## config.mk

```make
export PLATFORM = sky130hd
export DESIGN_NAME = ucl_bin
export DESIGN_NICKNAME = d
export VERILOG_FILES = /design/src/rtl/ucl_pkg.sv /design/src/rtl/ucl_bin.sv
export SDC_FILE = /design/constraint.sdc
export NUM_CORES = 2
export LEC_CHECK = 0
export ABC_AREA = 1
export BUFFER_PORTS_ARGS = -buffer_cell sky130_fd_sc_hd__buf_4
export CAP_MARGIN = 20
export CORE_MARGIN = 2
export CORE_UTILIZATION = 59
export CTS_BUF_LIST = sky130_fd_sc_hd__clkbuf_2
export CTS_CLUSTER_SIZE = 20
export DETAILED_ROUTE_END_ITERATION = 12
export GPL_TIMING_DRIVEN = 0
export PLACE_DENSITY = 0.81
export SETUP_SLACK_MARGIN = 0.3
export SYNTH_ARGS = -nofsm -noshare
export SYNTH_HDL_FRONTEND = slang
export SYNTH_SLANG_ARGS = --single-unit
```

## constraint.sdc

```tcl
create_clock -name i_clk -period 7 [get_ports i_clk]
set_input_delay 0.7 -clock i_clk [delete_from_list [all_inputs] [get_ports i_clk]]
set_output_delay 0.7 -clock i_clk [all_outputs]
set_load 0.05 [all_outputs]
```

## src/rtl/ucl_pkg.sv

```systemverilog
`default_nettype none

package ucl_pkg;

    // operation codes carried on s_axis_tuser
    localparam logic [1:0] OP_CLEAR     = 2'd0;
    localparam logic [1:0] OP_INSERT    = 2'd1;
    localparam logic [1:0] OP_QUERY     = 2'd2;
    localparam logic [1:0] OP_READ_NEXT = 2'd3;

    // configuration register indexes
    localparam int unsigned CFG_AW = 3;
    localparam int unsigned CFG_DW = 32;
    localparam logic [CFG_AW-1:0] CFG_MIN_X   = 3'd0;
    localparam logic [CFG_AW-1:0] CFG_MIN_Y   = 3'd1;
    localparam logic [CFG_AW-1:0] CFG_INV_X   = 3'd2;
    localparam logic [CFG_AW-1:0] CFG_INV_Y   = 3'd3;
    localparam logic [CFG_AW-1:0] CFG_CELLS_X = 3'd4;
    localparam logic [CFG_AW-1:0] CFG_CELLS_Y = 3'd5;

    // field widths
    localparam int unsigned POS_W    = 32;
    localparam int unsigned REF_W    = 12;
    localparam int unsigned CELLS_W  = 7;
    localparam int unsigned LINK_W   = REF_W + 1;   // valid flag above particle
    localparam int unsigned CENTRY_W = REF_W + 1;   // occupied flag above head
    localparam int unsigned S_DATA_W = 80;
    localparam int unsigned M_DATA_W = 16;

    // 3x3 neighborhood offsets, walked from the last entry down to the first
    localparam int unsigned NUM_NB = 9;
    localparam logic [3:0]  NB_LAST = 4'd8;
    localparam logic [1:0] NB_DX [0:NUM_NB-1] = '{
        2'b11, 2'b00, 2'b01, 2'b11, 2'b00, 2'b01, 2'b11, 2'b00, 2'b01
    };
    localparam logic [1:0] NB_DY [0:NUM_NB-1] = '{
        2'b11, 2'b11, 2'b11, 2'b00, 2'b00, 2'b00, 2'b01, 2'b01, 2'b01
    };

    typedef struct packed {
        logic [POS_W-1:0] min_x;
        logic [POS_W-1:0] min_y;
        logic [POS_W-1:0] inv_x;
        logic [POS_W-1:0] inv_y;
    } t_axis_cfg;

    typedef enum logic [3:0] {
        ST_CLEAR,
        ST_IDLE,
        ST_BIN,
        ST_INS_WR,
        ST_Q_ADDR,
        ST_Q_DATA,
        ST_Q_END,
        ST_LINK_RD,
        ST_LINK_OUT
    } t_state;

    typedef enum logic [2:0] {
        BIN_IDLE,
        BIN_SUB,
        BIN_MUL,
        BIN_CLAMP,
        BIN_DONE
    } t_bin_state;

endpackage

`default_nettype wire

```

## src/rtl/ucl_bin.sv

```systemverilog
`default_nettype none

// position to cell index, x axis then y axis through one shared multiplier
module ucl_bin #(
    parameter int unsigned CXW = 6,
    parameter int unsigned CYW = 6
) (
    input  wire logic                      i_clk,
    input  wire logic                      i_rst_n,
    input  wire logic                      i_start,
    input  wire ucl_pkg::t_axis_cfg        i_cfg,
    input  wire logic [ucl_pkg::POS_W-1:0] i_pos_x,
    input  wire logic [ucl_pkg::POS_W-1:0] i_pos_y,
    input  wire logic [CXW-1:0]            i_last_x,
    input  wire logic [CYW-1:0]            i_last_y,
    output logic                           o_done,
    output logic [CXW-1:0]                 o_cell_x,
    output logic [CYW-1:0]                 o_cell_y
);

    ucl_pkg::t_bin_state r_state;
    ucl_pkg::t_bin_state n_state;

    logic                        r_axis;
    logic [ucl_pkg::POS_W:0]     r_d;
    logic [2*ucl_pkg::POS_W-1:0] r_prod;
    logic                        r_nonpos;
    logic [CXW-1:0]              r_cell_x;
    logic [CYW-1:0]              r_cell_y;

    logic [ucl_pkg::POS_W-1:0]   w_pos;
    logic [ucl_pkg::POS_W-1:0]   w_min;
    logic [ucl_pkg::POS_W-1:0]   w_inv;
    logic [ucl_pkg::POS_W-1:0]   w_idx;
    logic [CXW-1:0]              w_cx;
    logic [CYW-1:0]              w_cy;

    assign w_pos = r_axis ? i_pos_y : i_pos_x;
    assign w_min = r_axis ? i_cfg.min_y : i_cfg.min_x;
    assign w_inv = r_axis ? i_cfg.inv_y : i_cfg.inv_x;
    assign w_idx = r_prod[2*ucl_pkg::POS_W-1:ucl_pkg::POS_W];

    // clamp to the last column / row in use; non-positive offsets bin to 0
    always_comb begin
        if (r_nonpos) begin
            w_cx = '0;
        end else if (w_idx > ucl_pkg::POS_W'(i_last_x)) begin
            w_cx = i_last_x;
        end else begin
            w_cx = CXW'(w_idx);
        end
        if (r_nonpos) begin
            w_cy = '0;
        end else if (w_idx > ucl_pkg::POS_W'(i_last_y)) begin
            w_cy = i_last_y;
        end else begin
            w_cy = CYW'(w_idx);
        end
    end

    always_comb begin
        n_state = r_state;
        unique case (r_state)
            ucl_pkg::BIN_IDLE:  if (i_start) n_state = ucl_pkg::BIN_SUB;
            ucl_pkg::BIN_SUB:   n_state = ucl_pkg::BIN_MUL;
            ucl_pkg::BIN_MUL:   n_state = ucl_pkg::BIN_CLAMP;
            ucl_pkg::BIN_CLAMP: n_state = r_axis ? ucl_pkg::BIN_DONE : ucl_pkg::BIN_SUB;
            ucl_pkg::BIN_DONE:  n_state = ucl_pkg::BIN_IDLE;
            default:            n_state = ucl_pkg::BIN_IDLE;
        endcase
    end

    always_comb begin
        o_done   = (r_state == ucl_pkg::BIN_DONE);
        o_cell_x = r_cell_x;
        o_cell_y = r_cell_y;
    end

    always_ff @(posedge i_clk) begin
        if (!i_rst_n) begin
            r_state <= ucl_pkg::BIN_IDLE;
            r_axis  <= 1'b0;
        end else begin
            r_state <= n_state;
            if (r_state == ucl_pkg::BIN_IDLE) begin
                r_axis <= 1'b0;
            end else if (r_state == ucl_pkg::BIN_CLAMP) begin
                r_axis <= 1'b1;
            end
        end
    end

    always_ff @(posedge i_clk) begin
        if (r_state == ucl_pkg::BIN_SUB) begin
            r_d <= {w_pos[ucl_pkg::POS_W-1], w_pos} - {w_min[ucl_pkg::POS_W-1], w_min};
        end
        if (r_state == ucl_pkg::BIN_MUL) begin
            r_prod   <= (2*ucl_pkg::POS_W)'(r_d[ucl_pkg::POS_W-1:0])
                        * (2*ucl_pkg::POS_W)'(w_inv);
            r_nonpos <= r_d[ucl_pkg::POS_W] || (r_d == '0);
        end
        if (r_state == ucl_pkg::BIN_CLAMP) begin
            if (r_axis) begin
                r_cell_y <= w_cy;
            end else begin
                r_cell_x <= w_cx;
            end
        end
    end

endmodule

`default_nettype wire

```

==> After elaboration in Yosys (flattened, before gate mapping) <==
Index checks and enable logic that the tools add are counted.
{ "classes": {"bitwise": 2, "n_reduce_logical": 6, "order_cmp": 2, "multipliers": 1, "n_eq_ne": 5, "mux": 8, "n_addsub": 1} }
{ "op_table": {"columns": ["op", "n"], "rows": [
  ["two-way mux 32 bit", 3],
  ["greater-than comparator 32 x 6 -> 1 bit", 2],
  ["multiplier 32 x 32 -> 64 bit", 1],
  ["zero test 33 bit", 1],
  ["subtractor 32 x 32 -> 33 bit", 1],
  ["two-way mux 6 bit", 2],
  ["one-hot mux 3 bit (4 select lines)", 1],
  ["equality test 3 x 2 -> 1 bit (second input constant)", 2],
  ["two-way mux 3 bit", 2],
  ["AND reduction 2 bit", 2],
  ["equality test 3 x 1 -> 1 bit (second input constant)", 1],
  ["equality test 3 bit (second input constant)", 1],
  ["zero test 3 bit", 1],
  ["inequality test 2 bit (second input constant)", 1],
  ["inverter 1 bit", 2],
  ["OR reduction 2 bit", 1],
  ["logical OR 1 bit", 1]
]} }
{ "word_totals": {"register_bits": 114, "wordCells": 32} }

==> Depth between registers and ports, before layout <==
{ "depth": {"word_depth": 2, "depth_mapped": 36, "depth_no_buf": 33} }

==> Least setup slack after synthesis <==
No wires, ideal clock.
{ "synth_path": {"path_kind": "input port to flip-flop", "start": "input i_cfg[5] in the netlist's numbering", "end": "register r_prod[50] in the netlist's numbering (data pin)", "setup_ns": 0.252, "slack_ns": -0.043, "path_buffers": 2, "arrival_ns": 6.791, "cell_stages": 26, "path_cell_list": "or2_2 > o21ai_0 > buf_4 > buf_2 > nor2_1 > fa_1 > fa_1 > fa_1 > inv_1 > fa_1 > inv_1 > fa_1 > fa_1 > fa_1 > inv_1 > fa_1 > inv_1 > ha_1 > a21oi_1 > o21a_1 > o21ai_0 > a21o_1 > a21boi_0 > nand2_1 > nand2_1 > nand2_1"} }
{ "synth_via": {"elab_chain_cells": 2} }
{ "synth_rtl": {"columns": ["item", "line_no", "source"], "rows": [
  ["start: declaration", "ucl_bin.sv:11", "input wire ucl_pkg::t_axis_cfg i_cfg,"],
  ["two-way mux 32 bit", "ucl_bin.sv:40", "assign w_inv = r_axis ? i_cfg.inv_y : i_cfg.inv_x;"],
  ["multiplier 32 x 32 -> 64 bit", "ucl_bin.sv:99", "* (2*ucl_pkg::POS_W)'(w_inv);"],
  ["end signal: assignment", "ucl_bin.sv:98", "r_prod <= (2*ucl_pkg::POS_W)'(r_d[ucl_pkg::POS_W-1:0])"],
  ["end: declaration", "ucl_bin.sv:26", "logic [2*ucl_pkg::POS_W-1:0] r_prod;"]
]} }
Every way passes these cells.
A chain may end at the register's enable or synchronous reset.

==> Worst setup path after layout <==
{ "layout_path": {"start": "register r_d[0] in the netlist's numbering", "end": "register r_prod[55] in the netlist's numbering (data pin)"} }
{ "layout_via": {"elab_chain_cells": 1} }
{ "layout_rtl": {"columns": ["item", "line_no", "source"], "rows": [
  ["start: declaration", "ucl_bin.sv:25", "logic [ucl_pkg::POS_W:0] r_d;"],
  ["start signal: assignment", "ucl_bin.sv:95", "r_d <= {w_pos[ucl_pkg::POS_W-1], w_pos} - {w_min[ucl_pkg::POS_W-1], w_min};"],
  ["multiplier 32 x 32 -> 64 bit", "ucl_bin.sv:99", null]
]} }
Every way passes these cells.

==> load_flow_metrics.sql <==
INSERT INTO impl_metrics (metric_group, metric, value, unit) VALUES
('critical_path', 'critPathCaptureType', 'register', ''),
('floorplanning', 'floorplan.initialDensity', '59.56', '%'),
('global_routing', 'global_route.overflow_total', '0', ''),
('sta', 'timing.slew.headroom', '19.42', '%'),
('synthesis', 'synth-edff-count', '78', ''),
('global_routing', 'vias_in_the_first_global_route', '38540', ''),
('synthesis', 'yosysWarningCount', '0', ''),
('cts', 'tritoncts', 'done', ''),
('sta', 'rsz0062_at_grt', 'yes', ''),
('routing', 'drt-total-wl', '168400', 'um'),
('critical_path', 'worst-r2r-setup-slack', '-0.85', 'ns'),
('critical_path', 'worst-setup-path-type', 'register to register', ''),
('placement', 'globalplace.congestion', '1.082', ''),
('synthesis', 'ys_top_cells_by_count', 'inv_1, fa_1, nand2_1', ''),
('synthesis', 'syn-num-nets', '6278', ''),
('final_layout', 'post_route_cells_drive_above_1_share', '21.82', '%'),
('sta', 'final_min_period_over_clock_period', '112.2', '%'),
('synthesis', 'synth_cell_type_count', '46', ''),
('cts', 'max-clock-path-buffers', '2', ''),
('routing', 'detail_route.wl_per_cell', '27.31', 'um'),
('sta', 'post-route-min-period', '7.855', 'ns'),
('synthesis', 'yosys.cell_count.top_type', 'inv_1', ''),
('worst_hold_path', 'min-delay-path-class', 'primary input to register', ''),
('synthesis', 'post-synth-top-area-fraction', '45.81', '%'),
('cts', 'clkSlewWorstSetupHoldPaths', '0.25', 'ns'),
('sta', 'final_hold_viol_count', '0', ''),
('global_routing', 'first_pass_grt_wire_length', '244900', 'um'),
('routing', 'first_pass_iters', '8', ''),
('critical_path', 'timing.critical_path.to', 'r_prod[55]', ''),
('cts', 'cts.htree.levels', '3', ''),
('critical_path', 'timing.rr.start', 'r_d[0]', ''),
('final_layout', 'design.final.nets', '6696', ''),
('critical_path', 'worst_flop_to_flop_path_endpoint', 'r_prod[55]', ''),
('final_layout', 'fillers', '5135', ''),
('floorplanning', 'die_width', '261.6', 'um'),
('synthesis', 'post_synth.cell_area_avg', '8.039', 'sq um'),
('cts', 'clock_insertion_delay_worst_skew', '0.67', 'ns'),
('sta', 'timing_worst_slew_pin_value', '1.209', 'ns'),
('global_routing', 'grt_max_degree', '35', ''),
('synthesis', 'syn_inst', '4871', ''),
('floorplanning', 'fp.dieArea', '0.06845', 'sq mm'),
('final_layout', 'utilization', '72.01', '%'),
('floorplanning', 'die_y', '261.6', 'um'),
('synthesis', 'synth_area', '0.03916', 'sq mm'),
('critical_path', 'crit_fanout', '10', ''),
('critical_path', 'ff2ff_path_depth', '26', ''),
('critical_path', 'critPathArrivalTime', '8.30', 'ns'),
('routing', 'ant_nets_after_route', '0', ''),
('sta', 'fmax', '0.1273', 'GHz'),
('synthesis', 'synth_seq_area_share', '6.186', '%'),
('routing', 'vias_per_cell', '5.965', ''),
('placement', 'dpl.hpwl', '134200', 'um'),
('run', 'max-cap-violations', '0', ''),
('synthesis', 'yosys_most_used_dff', 'edfxtp_1', ''),
('global_routing', 'antenna_found_initial', '15', ''),
('global_routing', 'gr-usage-all-layers', '50.78', '%'),
('floorplanning', 'row_count', '94', ''),
('sta', 'finalClockSkew', '0.03979', 'ns'),
('cts', 'root_buf_cell', 'clkbuf_2', ''),
('synthesis', 'synthArstFlopShare', '0', '%'),
('synthesis', 'synth.ff_latch_count', '82', ''),
('sta', 'setup_viol_count_final', '32', ''),
('routing', 'detailroute.via_count', '36800', ''),
('status', 'status', 'finished with violations', ''),
('critical_path', 'setup.worst_path.start_class', 'register', ''),
('synthesis', 'yosys.area.top_type', 'fa_1', ''),
('cts', 'clock_sink_count', '82', ''),
('routing', 'drt_iter0_markers', '4328', ''),
('critical_path', 'cp-startpoint', 'r_d[0]', ''),
('sta', 'report.final.slew_viol_count', '0', ''),
('floorplanning', 'design.portCount', '220', ''),
('critical_path', 'cp_data_required_time', '7.44', 'ns'),
('sta', 'post-route-worst-setup-slack', '-0.8545', 'ns'),
('routing', 'drt_drc_violations_left', '0', ''),
('placement', 'io_buffers', '219', ''),
('status', 'failed_checks', 'setup timing', ''),
('floorplanning', 'core_region_area', '0.06575', 'sq mm'),
('placement', 'placed_area', '0.04278', 'sq mm'),
('final_layout', 'final_area', '0.04735', 'sq mm'),
('cts', 'cts_inserted_buffers', '9', ''),
('synthesis', 'synth.area.top_cells', 'fa_1, inv_1, ha_1', ''),
('final_layout', 'flow.area_growth_from_synthesis', '20.91', '%'),
('worst_hold_path', 'hold_path.startpoint', 'i_rst_n', '');
-- worst max-delay path, cell delays in order (launching register included) --
cell and delay [ns]:
edfxtp_1 0.39, buf_4 0.34, inv_1 0.27, clkdlybuf4s15_1 0.85
nor2_1 0.38, ha_1 0.19, inv_1 0.05, fa_1 0.50
inv_1 0.05, fa_1 0.45, fa_2 0.58, fa_2 0.45
fa_1 0.49, fa_2 0.60, fa_2 0.49, ha_4 0.38
nand2_8 0.09, nor2_4 0.11, inv_2 0.07, nor2_2 0.12
inv_2 0.07, a21oi_4 0.14, nor2_2 0.07, o21ai_2 0.24
nor2_2 0.08, nand3_1 0.09, nand2_1 0.07
-- cell usage in the layout (no fill, tap or decap), types with 22 or more instances in the layout --
cell type	netlist	final
clkbuf_1	105	26
buf_8	0	22
inv_1	1118	1043
or2_4	0	34
buf_6	2	27
buf_12	0	43
a21oi_2	0	37
fa_2	0	72
clkbuf_2	0	69
inv_2	7	61
ha_1	304	274
nand2_1	896	813
mux2i_1	31	31
nor2_2	0	40
nand2_4	5	28
nor2_4	2	47
o21ai_0	89	55
xor2_1	24	23
a21oi_1	134	79
edfxtp_1	78	78
nand3_1	63	53
nand2_2	7	49
fa_1	896	824
buf_4	6	382
nor2_1	799	714
ha_4	0	27
-- state kept, by name (all words and copies together) (netlist names) --
| name | cells |
|---|---|
| r_axis | 1 |
| o_cell_x | 6 |
| r_d | 33 |
| r_state | 3 |
| r_nonpos | 1 |
| r_prod | 32 |
| o_cell_y | 6 |
-- stage by stage --
step	TNS, ns	hold slack (ns)	setup WS, ns	cells
after global routing	-26.45	0.1995	-0.9701	6159
final	-24.27	0.2330	-0.8545	6168
after global placement	-58.06	0.5173	-2.065	5954
after floorplan	0	0.4874	0.2164	4871
after CTS	-14.65	0.1857	-0.5824	6123
after detailed placement	-59.46	0.5336	-2.115	5957
-- cell families after synthesis --
group / synth area share [%]
and+or+nand+nor: 19.29
buffers and inverters: 13.08
adders and majority gates: 55.52
AOI/OAI and AO/OA: 4.365
DFF: 6.186
xor gates and xnor gates: 0.7605
muxes: 0.7924
-- area by class of cell --
class	instances	area [sq um]	area share, %
diodes	10	25.02	0.05285
plain buffers	187	1785	3.771
clock buffers	9	45.04	0.09514
clock inverters	7	76.32	0.1612
inverters	1143	4444	9.387
multi-input cells	3459	34120	72.06
flip-flops and latches	82	2424	5.119
well taps	864	1081	2.283
repair buffers	407	3346	7.067
-- worst min path at each step --
stage	slack, ns	cells after the start	end
finish	0.23	2	r_state[1]
global route	0.20	2	r_state[1]
CTS	0.19	2	r_state[1]
detailed placement	0.53	1	r_nonpos
global placement	0.52	1	r_nonpos
floorplan	0.49	1	r_nonpos
-- per-layer routing --
layer / part of all wire, % / up-vias / global-route usage (%)
li1: - / 15110 / -
met1: 33 / 17880 / 58.08
met2: 42 / 2844 / 74.50
met3: 15 / 948 / 21.72
met4: 11 / 12 / 40.99
met5: 0.040 / - / 0
-- repair_timing --
action | CTS | global route
hold buffers | 0 | 0
pin swaps | 195 | 85
cloned | 5 | 0
gates resized for setup | 656 | 179
endpoints found under the setup margin | 32 | 32
setup buffers | 145 | 33
Power is not shown: default switching activity piles up to over one toggle a cycle in this logic, so the estimate is an artifact.
